==> src/rtl/urin_pkg.sv <==
// urin_pkg: shared constants of the URI path normalizer.
// Buffer sizes, derived widths, character codes and status codes.
// No dependencies.
package urin_pkg;

    // Buffer size and result limit
    localparam int MAX_URI      = 64;
    localparam int RESULT_LIMIT = 64;

    // Derived widths
    localparam int CHAR_W   = 8;
    localparam int STAT_W   = 2;
    localparam int UADDR_W  = $clog2(MAX_URI);       // uri buffer address
    localparam int LEN_W    = $clog2(MAX_URI + 1);   // uri length / position
    localparam int WADDR_W  = $clog2(MAX_URI + 2);   // work buffer address
    localparam int WLEN_W   = $clog2(MAX_URI + 3);   // work buffer fill

    // Status codes
    localparam logic [STAT_W-1:0] STAT_OK       = 2'd0;
    localparam logic [STAT_W-1:0] STAT_BAD_PCT  = 2'd1;
    localparam logic [STAT_W-1:0] STAT_TOO_LONG = 2'd2;

    // Character codes
    localparam logic [CHAR_W-1:0] CH_NUL   = 8'h00;
    localparam logic [CHAR_W-1:0] CH_PCT   = 8'h25;  // '%'
    localparam logic [CHAR_W-1:0] CH_COLON = 8'h3A;  // ':'
    localparam logic [CHAR_W-1:0] CH_QUEST = 8'h3F;  // '?'
    localparam logic [CHAR_W-1:0] CH_HASH  = 8'h23;  // '#'
    localparam logic [CHAR_W-1:0] CH_SLASH = 8'h2F;  // '/'
    localparam logic [CHAR_W-1:0] CH_DOT   = 8'h2E;  // '.'
    localparam logic [CHAR_W-1:0] CH_0     = 8'h30;
    localparam logic [CHAR_W-1:0] CH_9     = 8'h39;
    localparam logic [CHAR_W-1:0] CH_LA    = 8'h61;  // 'a'
    localparam logic [CHAR_W-1:0] CH_LF    = 8'h66;  // 'f'
    localparam logic [CHAR_W-1:0] CH_UA    = 8'h41;  // 'A'
    localparam logic [CHAR_W-1:0] CH_UF    = 8'h46;  // 'F'

endpackage

==> src/rtl/uri_path_normalizer_core.sv <==
// uri_path_normalizer_core: extracts and normalizes the path of a request URI.
// Uses urin_pkg for sizes and codes; holds the uri and work buffers.
//
// URI bytes are taken one word per cycle into a 64-byte buffer; s_tready is
// high only while loading. After the word with s_tlast the block walks the
// buffer with one shared decode/segment unit: scheme and host skip, copy,
// percent decode and dot-segment collapse run as one pass over the URI
// bytes, and a ".." segment backs up over the output one character at a
// time. Each character of the normalized path is then sent by a memory
// read, an output register and a handshake. An error ends the work at once
// and sends a single word with m_tlast set and a nonzero status.
module uri_path_normalizer_core (
    input  logic                          aclk,
    input  logic                          aresetn,
    input  logic                          s_tvalid,
    output logic                          s_tready,
    input  logic [urin_pkg::CHAR_W-1:0]   s_tdata,   // [7:0] uri_char
    input  logic                          s_tlast,   // uri_end
    output logic                          m_tvalid,
    input  logic                          m_tready,
    output logic [urin_pkg::CHAR_W-1:0]   m_tdata,   // [7:0] path_char
    output logic                          m_tlast,   // run_end
    output logic [urin_pkg::STAT_W-1:0]   m_tuser    // [1:0] status
);
    import urin_pkg::*;

    typedef enum logic [15:0] {
        ST_LOAD   = 16'b0000_0000_0000_0001,
        ST_HOST_A = 16'b0000_0000_0000_0010,
        ST_HOST_B = 16'b0000_0000_0000_0100,
        ST_HOST_C = 16'b0000_0000_0000_1000,
        ST_HOST_D = 16'b0000_0000_0001_0000,
        ST_SKIP_A = 16'b0000_0000_0010_0000,
        ST_SKIP_B = 16'b0000_0000_0100_0000,
        ST_COPY_A = 16'b0000_0000_1000_0000,
        ST_COPY_B = 16'b0000_0001_0000_0000,
        ST_POP0   = 16'b0000_0010_0000_0000,
        ST_POP_A  = 16'b0000_0100_0000_0000,
        ST_POP_B  = 16'b0000_1000_0000_0000,
        ST_FIN    = 16'b0001_0000_0000_0000,
        ST_EMIT_A = 16'b0010_0000_0000_0000,
        ST_EMIT_B = 16'b0100_0000_0000_0000,
        ST_OUT    = 16'b1000_0000_0000_0000
    } state_t;

    typedef enum logic [2:0] {
        DEC_NORM = 3'b001,
        DEC_HI   = 3'b010,
        DEC_LO   = 3'b100
    } dec_t;

    // hex digit check: {valid, value}
    function automatic logic [4:0] hex_val(input logic [CHAR_W-1:0] c);
        logic [CHAR_W-1:0] d;
        d = '0;
        hex_val = '0;
        if (c >= CH_0 && c <= CH_9) begin
            d = c - CH_0;
            hex_val = {1'b1, d[3:0]};
        end else if (c >= CH_LA && c <= CH_LF) begin
            d = c - CH_LA + 8'd10;
            hex_val = {1'b1, d[3:0]};
        end else if (c >= CH_UA && c <= CH_UF) begin
            d = c - CH_UA + 8'd10;
            hex_val = {1'b1, d[3:0]};
        end
    endfunction

    // Buffers
    logic [CHAR_W-1:0] uri_mem  [MAX_URI];
    logic [CHAR_W-1:0] work_mem [MAX_URI+2];

    // Control registers
    state_t            state_reg, state_next;
    logic [LEN_W-1:0]  len_reg, len_next;
    logic              ovf_reg, ovf_next;
    logic              nul_reg, nul_next;
    logic              sch_reg, sch_next;
    logic [LEN_W-1:0]  n_reg, n_next;
    logic [LEN_W-1:0]  p_reg, p_next;
    logic [LEN_W-1:0]  pos_reg, pos_next;
    dec_t              dec_reg, dec_next;
    logic [3:0]        hi_reg, hi_next;
    logic              cut_reg, cut_next;
    logic [1:0]        seg_len_reg, seg_len_next;
    logic              dot_reg, dot_next;
    logic [WLEN_W-1:0] seg_start_reg, seg_start_next;
    logic [WLEN_W-1:0] w_reg, w_next;
    logic [WLEN_W-1:0] k_reg, k_next;
    logic              last_reg, last_next;
    logic              m_valid_reg, m_valid_next;

    // Payload registers
    logic [CHAR_W-1:0] out_char_reg, out_char_next;
    logic              out_last_reg, out_last_next;
    logic [STAT_W-1:0] out_status_reg, out_status_next;
    logic [CHAR_W-1:0] uri_rd_reg;
    logic [CHAR_W-1:0] work_rd_reg;

    // Memory ports
    logic               uri_wen;
    logic [UADDR_W-1:0] uri_raddr;
    logic               work_wen;
    logic [WADDR_W-1:0] work_waddr;
    logic [CHAR_W-1:0]  work_wdata;
    logic [WADDR_W-1:0] work_raddr;
    logic [WLEN_W-1:0]  w_dec;

    // Shared decode / segment unit
    logic              feed_en;
    logic [CHAR_W-1:0] feed_c;
    logic              feed_last;
    dec_t              f_dec_next;
    logic [3:0]        f_hi_next;
    logic              f_cut_next;
    logic [1:0]        f_seg_len_next;
    logic              f_dot_next;
    logic [WLEN_W-1:0] f_seg_start_next;
    logic [WLEN_W-1:0] f_w_next;
    logic              f_err;
    logic              f_pop;
    logic              f_wen;
    logic [CHAR_W-1:0] f_wdata;
    logic              dec_ok;
    logic [CHAR_W-1:0] dec_c;
    logic [CHAR_W-1:0] clp_c;
    logic [4:0]        hv;

    logic              s_acc;
    logic              is_delim;
    logic              uri_stop;
    logic [WLEN_W-1:0] wf;

    assign s_tready  = (state_reg == ST_LOAD);
    assign s_acc     = s_tvalid && s_tready;
    assign m_tvalid  = m_valid_reg;
    assign m_tdata   = out_char_reg;
    assign m_tlast   = out_last_reg;
    assign m_tuser   = out_status_reg;

    assign is_delim  = (s_tdata == CH_COLON) || (s_tdata == CH_SLASH) ||
                       (s_tdata == CH_QUEST) || (s_tdata == CH_HASH);
    assign uri_stop  = (uri_rd_reg == CH_QUEST) || (uri_rd_reg == CH_HASH);
    assign uri_raddr = pos_reg[UADDR_W-1:0];
    assign w_dec     = w_reg - 1'b1;
    assign work_raddr = (state_reg == ST_POP_A || state_reg == ST_POP_B) ?
                        w_dec[WADDR_W-1:0] : k_reg[WADDR_W-1:0];
    assign wf        = (w_reg > WLEN_W'(1)) ? w_dec : w_reg;

    // Percent decoder feeding the segment collapser
    always_comb begin
        f_dec_next       = dec_reg;
        f_hi_next        = hi_reg;
        f_cut_next       = cut_reg;
        f_seg_len_next   = seg_len_reg;
        f_dot_next       = dot_reg;
        f_seg_start_next = seg_start_reg;
        f_w_next         = w_reg;
        f_err            = 1'b0;
        f_pop            = 1'b0;
        f_wen            = 1'b0;
        f_wdata          = feed_c;
        dec_ok           = 1'b0;
        dec_c            = feed_c;
        hv               = hex_val(feed_c);

        unique case (dec_reg)
            DEC_NORM: begin
                if (feed_c == CH_PCT) f_dec_next = DEC_HI;
                else                  dec_ok     = 1'b1;
            end
            DEC_HI: begin
                if (hv[4]) begin
                    f_hi_next  = hv[3:0];
                    f_dec_next = DEC_LO;
                end else begin
                    f_err = 1'b1;
                end
            end
            DEC_LO: begin
                if (hv[4]) begin
                    dec_c      = {hi_reg, hv[3:0]};
                    dec_ok     = 1'b1;
                    f_dec_next = DEC_NORM;
                end else begin
                    f_err = 1'b1;
                end
            end
            default: f_err = 1'b1;
        endcase

        // decoded NUL ends the path with a closing slash
        clp_c = (dec_c == CH_NUL) ? CH_SLASH : dec_c;

        if (dec_ok && !cut_reg) begin
            if (dec_c == CH_NUL) f_cut_next = 1'b1;
            if (clp_c != CH_SLASH) begin
                f_wen    = 1'b1;
                f_wdata  = clp_c;
                f_w_next = w_reg + 1'b1;
                if (seg_len_reg == 2'd0) f_seg_start_next = w_reg;
                if (seg_len_reg != 2'd3) f_seg_len_next = seg_len_reg + 1'b1;
                f_dot_next = dot_reg && (clp_c == CH_DOT);
            end else begin
                f_seg_len_next = 2'd0;
                f_dot_next     = 1'b1;
                // segment end: drop ".", back up on "..", else keep
                if (seg_len_reg != 2'd0) begin
                    if (dot_reg && seg_len_reg == 2'd1) begin
                        f_w_next = seg_start_reg;
                    end else if (dot_reg && seg_len_reg == 2'd2) begin
                        f_w_next = seg_start_reg;
                        f_pop    = 1'b1;
                    end else begin
                        f_wen    = 1'b1;
                        f_wdata  = CH_SLASH;
                        f_w_next = w_reg + 1'b1;
                    end
                end
            end
        end
    end

    // Sequencer
    always_comb begin
        state_next      = state_reg;
        len_next        = len_reg;
        ovf_next        = ovf_reg;
        nul_next        = nul_reg;
        sch_next        = sch_reg;
        n_next          = n_reg;
        p_next          = p_reg;
        pos_next        = pos_reg;
        dec_next        = dec_reg;
        hi_next         = hi_reg;
        cut_next        = cut_reg;
        seg_len_next    = seg_len_reg;
        dot_next        = dot_reg;
        seg_start_next  = seg_start_reg;
        w_next          = w_reg;
        k_next          = k_reg;
        last_next       = last_reg;
        m_valid_next    = m_valid_reg;
        out_char_next   = out_char_reg;
        out_last_next   = out_last_reg;
        out_status_next = out_status_reg;
        uri_wen         = 1'b0;
        work_wen        = 1'b0;
        work_waddr      = w_reg[WADDR_W-1:0];
        work_wdata      = f_wdata;
        feed_en         = 1'b0;
        feed_c          = uri_rd_reg;
        feed_last       = 1'b0;

        unique case (state_reg)
            ST_LOAD: begin
                if (s_acc) begin
                    if (len_reg < LEN_W'(MAX_URI)) begin
                        uri_wen  = 1'b1;
                        len_next = len_reg + 1'b1;
                        // track NUL end and scheme delimiter while loading
                        if (!nul_reg) begin
                            if (s_tdata == CH_NUL) begin
                                nul_next = 1'b1;
                            end else begin
                                n_next = n_reg + 1'b1;
                                if (!sch_reg && is_delim) begin
                                    sch_next = 1'b1;
                                    p_next   = (s_tdata == CH_COLON) ?
                                               len_reg + 1'b1 : '0;
                                end
                            end
                        end
                    end else begin
                        ovf_next = 1'b1;
                    end
                    if (s_tlast) begin
                        if (ovf_next) begin
                            out_char_next   = CH_NUL;
                            out_last_next   = 1'b1;
                            out_status_next = STAT_TOO_LONG;
                            m_valid_next    = 1'b1;
                            state_next      = ST_OUT;
                        end else begin
                            pos_next       = p_next;
                            work_wen       = 1'b1;
                            work_waddr     = '0;
                            work_wdata     = CH_SLASH;
                            w_next         = WLEN_W'(1);
                            dec_next       = DEC_NORM;
                            cut_next       = 1'b0;
                            seg_len_next   = 2'd0;
                            dot_next       = 1'b1;
                            seg_start_next = WLEN_W'(1);
                            last_next      = 1'b0;
                            state_next     = ST_HOST_A;
                        end
                    end
                end
            end
            ST_HOST_A: begin
                if (pos_reg + 1'b1 >= n_reg) state_next = ST_COPY_A;
                else                         state_next = ST_HOST_B;
            end
            ST_HOST_B: begin
                if (uri_rd_reg == CH_SLASH) begin
                    pos_next   = pos_reg + 1'b1;
                    state_next = ST_HOST_C;
                end else begin
                    state_next = ST_COPY_A;
                end
            end
            ST_HOST_C: state_next = ST_HOST_D;
            ST_HOST_D: begin
                if (uri_rd_reg == CH_SLASH) begin
                    pos_next   = pos_reg + 1'b1;
                    state_next = ST_SKIP_A;
                end else begin
                    pos_next   = pos_reg - 1'b1;
                    state_next = ST_COPY_A;
                end
            end
            ST_SKIP_A: begin
                if (pos_reg >= n_reg) state_next = ST_COPY_A;
                else                  state_next = ST_SKIP_B;
            end
            ST_SKIP_B: begin
                if (uri_stop || uri_rd_reg == CH_SLASH) begin
                    state_next = ST_COPY_A;
                end else begin
                    pos_next   = pos_reg + 1'b1;
                    state_next = ST_SKIP_A;
                end
            end
            ST_COPY_A: begin
                if (pos_reg >= n_reg) begin
                    feed_en   = 1'b1;
                    feed_c    = CH_SLASH;
                    feed_last = 1'b1;
                end else begin
                    state_next = ST_COPY_B;
                end
            end
            ST_COPY_B: begin
                feed_en = 1'b1;
                if (uri_stop) begin
                    feed_c    = CH_SLASH;
                    feed_last = 1'b1;
                end else begin
                    pos_next = pos_reg + 1'b1;
                end
            end
            ST_POP0: begin
                if (w_reg > WLEN_W'(1)) begin
                    w_next     = w_dec;
                    state_next = ST_POP_A;
                end else begin
                    state_next = last_reg ? ST_FIN : ST_COPY_A;
                end
            end
            ST_POP_A: begin
                if (w_reg <= WLEN_W'(1)) state_next = last_reg ? ST_FIN : ST_COPY_A;
                else                     state_next = ST_POP_B;
            end
            ST_POP_B: begin
                if (work_rd_reg == CH_SLASH) begin
                    state_next = last_reg ? ST_FIN : ST_COPY_A;
                end else begin
                    w_next     = w_dec;
                    state_next = ST_POP_A;
                end
            end
            ST_FIN: begin
                if (int'(wf) > RESULT_LIMIT) begin
                    out_char_next   = CH_NUL;
                    out_last_next   = 1'b1;
                    out_status_next = STAT_TOO_LONG;
                    m_valid_next    = 1'b1;
                    state_next      = ST_OUT;
                end else begin
                    w_next     = wf;
                    k_next     = '0;
                    state_next = ST_EMIT_A;
                end
            end
            ST_EMIT_A: state_next = ST_EMIT_B;
            ST_EMIT_B: begin
                out_char_next   = work_rd_reg;
                out_last_next   = (k_reg + 1'b1 == w_reg);
                out_status_next = STAT_OK;
                m_valid_next    = 1'b1;
                state_next      = ST_OUT;
            end
            ST_OUT: begin
                if (m_tready) begin
                    m_valid_next = 1'b0;
                    if (out_last_reg) begin
                        len_next   = '0;
                        ovf_next   = 1'b0;
                        nul_next   = 1'b0;
                        sch_next   = 1'b0;
                        n_next     = '0;
                        p_next     = '0;
                        state_next = ST_LOAD;
                    end else begin
                        k_next     = k_reg + 1'b1;
                        state_next = ST_EMIT_A;
                    end
                end
            end
            default: state_next = ST_LOAD;
        endcase

        // apply one character step of the shared unit
        if (feed_en) begin
            dec_next       = f_dec_next;
            hi_next        = f_hi_next;
            cut_next       = f_cut_next;
            seg_len_next   = f_seg_len_next;
            dot_next       = f_dot_next;
            seg_start_next = f_seg_start_next;
            w_next         = f_w_next;
            work_wen       = f_wen;
            work_waddr     = w_reg[WADDR_W-1:0];
            work_wdata     = f_wdata;
            priority if (f_err) begin
                work_wen        = 1'b0;
                out_char_next   = CH_NUL;
                out_last_next   = 1'b1;
                out_status_next = STAT_BAD_PCT;
                m_valid_next    = 1'b1;
                state_next      = ST_OUT;
            end else if (f_pop) begin
                last_next  = feed_last;
                state_next = ST_POP0;
            end else if (feed_last) begin
                state_next = ST_FIN;
            end else begin
                state_next = ST_COPY_A;
            end
        end
    end

    // Control state
    always_ff @(posedge aclk) begin
        if (!aresetn) begin
            state_reg   <= ST_LOAD;
            len_reg     <= '0;
            ovf_reg     <= 1'b0;
            nul_reg     <= 1'b0;
            sch_reg     <= 1'b0;
            n_reg       <= '0;
            p_reg       <= '0;
            m_valid_reg <= 1'b0;
            dec_reg     <= DEC_NORM;
            cut_reg     <= 1'b0;
            last_reg    <= 1'b0;
        end else begin
            state_reg   <= state_next;
            len_reg     <= len_next;
            ovf_reg     <= ovf_next;
            nul_reg     <= nul_next;
            sch_reg     <= sch_next;
            n_reg       <= n_next;
            p_reg       <= p_next;
            m_valid_reg <= m_valid_next;
            dec_reg     <= dec_next;
            cut_reg     <= cut_next;
            last_reg    <= last_next;
        end
    end

    // Datapath registers
    always_ff @(posedge aclk) begin
        pos_reg        <= pos_next;
        hi_reg         <= hi_next;
        seg_len_reg    <= seg_len_next;
        dot_reg        <= dot_next;
        seg_start_reg  <= seg_start_next;
        w_reg          <= w_next;
        k_reg          <= k_next;
        out_char_reg   <= out_char_next;
        out_last_reg   <= out_last_next;
        out_status_reg <= out_status_next;
    end

    // URI buffer
    always_ff @(posedge aclk) begin
        if (uri_wen) uri_mem[len_reg[UADDR_W-1:0]] <= s_tdata;
        uri_rd_reg <= uri_mem[uri_raddr];
    end

    // Work buffer
    always_ff @(posedge aclk) begin
        if (work_wen) work_mem[work_waddr] <= work_wdata;
        work_rd_reg <= work_mem[work_raddr];
    end

endmodule

==> config.mk <==
export PLATFORM = sky130hd
export DESIGN_NAME = uri_path_normalizer_core
export DESIGN_NICKNAME = d
export VERILOG_FILES = /design/src/rtl/urin_pkg.sv /design/src/rtl/uri_path_normalizer_core.sv
export SDC_FILE = /design/constraint.sdc
export NUM_CORES = 2
export LEC_CHECK = 0
export ABC_CLOCK_PERIOD_IN_PS = 12000
export BUFFER_PORTS_ARGS = -buffer_cell sky130_fd_sc_hd__buf_2
export CAP_MARGIN = 20
export CORE_UTILIZATION = 59
export DETAILED_ROUTE_END_ITERATION = 7
export PLACE_DENSITY = 0.72
export SKIP_CTS_REPAIR_TIMING = 1
export SLEW_MARGIN = 25
export SYNTH_ARGS = -nofsm -noshare
export SYNTH_HDL_FRONTEND = slang
export SYNTH_SLANG_ARGS = --single-unit
==> constraint.sdc <==
create_clock -name aclk -period 12 [get_ports aclk]
set_input_delay 1.2 -clock aclk [delete_from_list [all_inputs] [get_ports aclk]]
set_output_delay 1.2 -clock aclk [all_outputs]
set_load 0.1 [all_outputs]
==> results.yml <==
drt:
  vias: 28051
  vias_per_cell: 6.71
  avgRoutedWirePerCell_um: 28.0
  wirelength_um: 117000
  final_antenna_net_count: 0
  drtIter0Drc: 3670
  drt_drc_violations_left: 0
  firstDrtPassIters: 7
min_path:
  hp-class: "reg2reg"
  whs_path_depth: 1
place:
  gp_congestion: 0.941
  hpwl_um: 72700
  numPortBuffers: 25
clock_tree:
  htreeDepth: 3
  cts_buffers: 106
  cts_buffer_depth: 3
  cts_root_buf: "clkbuf_16"
  cts_sinks: 1148
  clk_pin_slew_ns: 0.06
  cts_tree: "done"
  clock_latency_ns: 0.67
yosys:
  yosysWarnings: 0
  synth-seq-area-share: 0.706
  synth_edf_count: 1075
  ys_ff_latch: 1148
  ys_types: 99
  synth_area_mm2: 0.0478
  syn_avg_cell_area_um2: 15.7
  async_flop_share: 0
  syn-num-nets: 3084
  synth_ff_type: "edfxtp_1"
  syn_inst: 3042
finish:
  layout_commonest_cell: "edfxtp_1"
  nets: 3084
  final_cell_mix: "edfxtp_1 (1075), nand2_1 (314), nor2_1 (213)"
  drive_gt1_frac: 0.148
  antenna_cells: 0
  syn2layout_area_growth_pct: 9.96
  largest_reg_flops: 528
timing:
  rsz0062_at_grt: "false"
  setup_viol: 0
  worstMarginPinSlew_ns: 1.09
  hold_slack_ns: 0.467
  post-route-min-period_ns: 7.71
  timing.fmax_mhz: 130
  final-hold-violation-count: 0
  finClkSkew_ns: 0.0254
  setup_tns_ns: 0
  post-route-period-util: 0.643
  relSlewSlack: 0.257
  drv_slew: 0
floorplanning:
  start_util: 0.601
  core_mm2: 0.0795
  dieWidth_um: 287
  num_rows: 103
  die_area_mm2: 0.0821
  io_pins: 26
  chipHeight_um: 287
worst_setup_path:
  cp-start-kind: "flop"
  end_kind: "flop"
  rr_worst_depth: 20
  path_class: "reg2reg"
  crit_required_ns: 12.29
  crit_fanout: 39
  cp.arrival_ns: 8.00
global_routing:
  grt_pass1_vias: 27221
  antenna_found_initial: 6
  grt_pass1_wl_um: 174000
  grt_start_max_net_pins: 135
  overflow: 0
  grtUsageTotal: 0.287
run_status:
  outcome: "finished clean"
pwr:
  p_total_w: 0.00965
  p_leak_nw: 17.0
  power_density_mw_per_mm2: 184
  vdd_drop_max_mv: 0.187
job:
  cap_violations: 0
power by group:
part	switching (W)	leakage [nW]	total [W]	internal (W)
Sequential	0.0000884	10.3	0.00484	0.00476
Clock	0.00145	1.72	0.00342	0.00197
Combinational	0.000992	5.03	0.00138	0.000387
Total	0.00253	17.0	0.00965	0.00712
worst max-delay path: stages, from the launching register on:
cell       delay (ns)
edfxtp_1         0.32
buf_4            0.60
ha_1             0.40
a21oi_1          0.17
nor2b_1          0.07
or3_1            0.33
a41oi_1          0.32
nor3_1           0.11
buf_4            0.20
nor2_1           0.26
inv_1            0.13
ha_1             0.26
nor3b_1          0.47
or3_1            0.32
a21o_4           0.20
a2bb2oi_1        0.45
nor4_2           0.13
or2_1            0.27
o21ai_2          0.57
nand3_1          0.88
nor2_1           0.87
per-layer routing:
metal,global-route usage,vias up,part of all wire
met5,0,-,0.00022
met4,0.0836,4,0.026
met1,0.417,14158,0.40
met2,0.433,1655,0.46
met3,0.0720,223,0.11
li1,-,12011,-
cells in the mapped netlist, types with 9 or more instances:
| cell | n | area (µm²) |
|---|---|---|
| edfxtp_1 | 1075 | 32300 |
| nand2_1 | 314 | 1180 |
| nor2_1 | 214 | 803 |
| mux4_2 | 168 | 3780 |
| mux2i_1 | 125 | 1250 |
| clkbuf_1 | 99 | 372 |
| nand3_1 | 92 | 460 |
| a21oi_1 | 76 | 380 |
| dfxtp_1 | 73 | 1460 |
| a211oi_1 | 63 | 473 |
| and3_1 | 51 | 319 |
| nor3_1 | 51 | 255 |
| a31oi_1 | 44 | 275 |
| buf_1 | 35 | 131 |
| o221ai_1 | 34 | 298 |
| inv_1 | 33 | 124 |
| buf_2 | 31 | 155 |
| o21ai_0 | 30 | 150 |
| ha_1 | 29 | 363 |
| nor4_1 | 26 | 163 |
| xor2_1 | 25 | 219 |
| o22ai_1 | 24 | 150 |
| xnor2_1 | 22 | 193 |
| a22oi_1 | 17 | 128 |
| and2_1 | 17 | 106 |
| nor2b_1 | 17 | 106 |
| or3_1 | 16 | 100 |
| or4_1 | 16 | 120 |
| nand4_1 | 15 | 93.8 |
| nand2b_1 | 14 | 87.6 |
| o211ai_1 | 13 | 97.6 |
| a2111oi_0 | 12 | 105 |
| nand3b_1 | 11 | 82.6 |
| nor3b_1 | 10 | 75.1 |
| a311oi_1 | 9 | 78.8 |
| o21a_1 | 9 | 67.6 |
| o32ai_1 | 9 | 78.8 |
logic make-up after synthesis:
group,count (synthesis),synth area share
DFF,1148,0.706
AOI/OAI and AO/OA,401,0.0596
muxes,294,0.106
buffers and inverters,206,0.0183
xor gates and xnor gates,47,0.00862
and+or+nand+nor,917,0.0936
adders and majority gates,29,0.00760
area by class of cell:
class                      count  area (µm²)
multi-input combinational   1688       13300
timing repair buffer          65         469
inverter                      33         124
sequential                  1148       33700
clock buffer                 126        2770
tap                         1050        1310
clock inverter                69         774
fill                        5232       27000
per-stage QoR:
stage               setup WS (ns)  utilization  cells  area [µm²]
finish                       4.29        0.661   4179       52500
global route                 3.87        0.661   4179       52500
CTS                          4.40        0.660   4178       52500
detailed placement           4.44        0.615   3983       48900
global placement             4.66        0.615   3983       48900
floorplan                    3.29            -   3042       47800
worst paths after layout:
check,startpoint,end,slack [ns]
max,pos_reg[4],work_mem[57][6],4.29
min,m_tuser[0],m_tuser[0],0.47
max reg2reg,pos_reg[4],work_mem[57][6],4.29
min reg2reg,m_tuser[0],m_tuser[0],0.47
(Power assumes the default switching activity.)
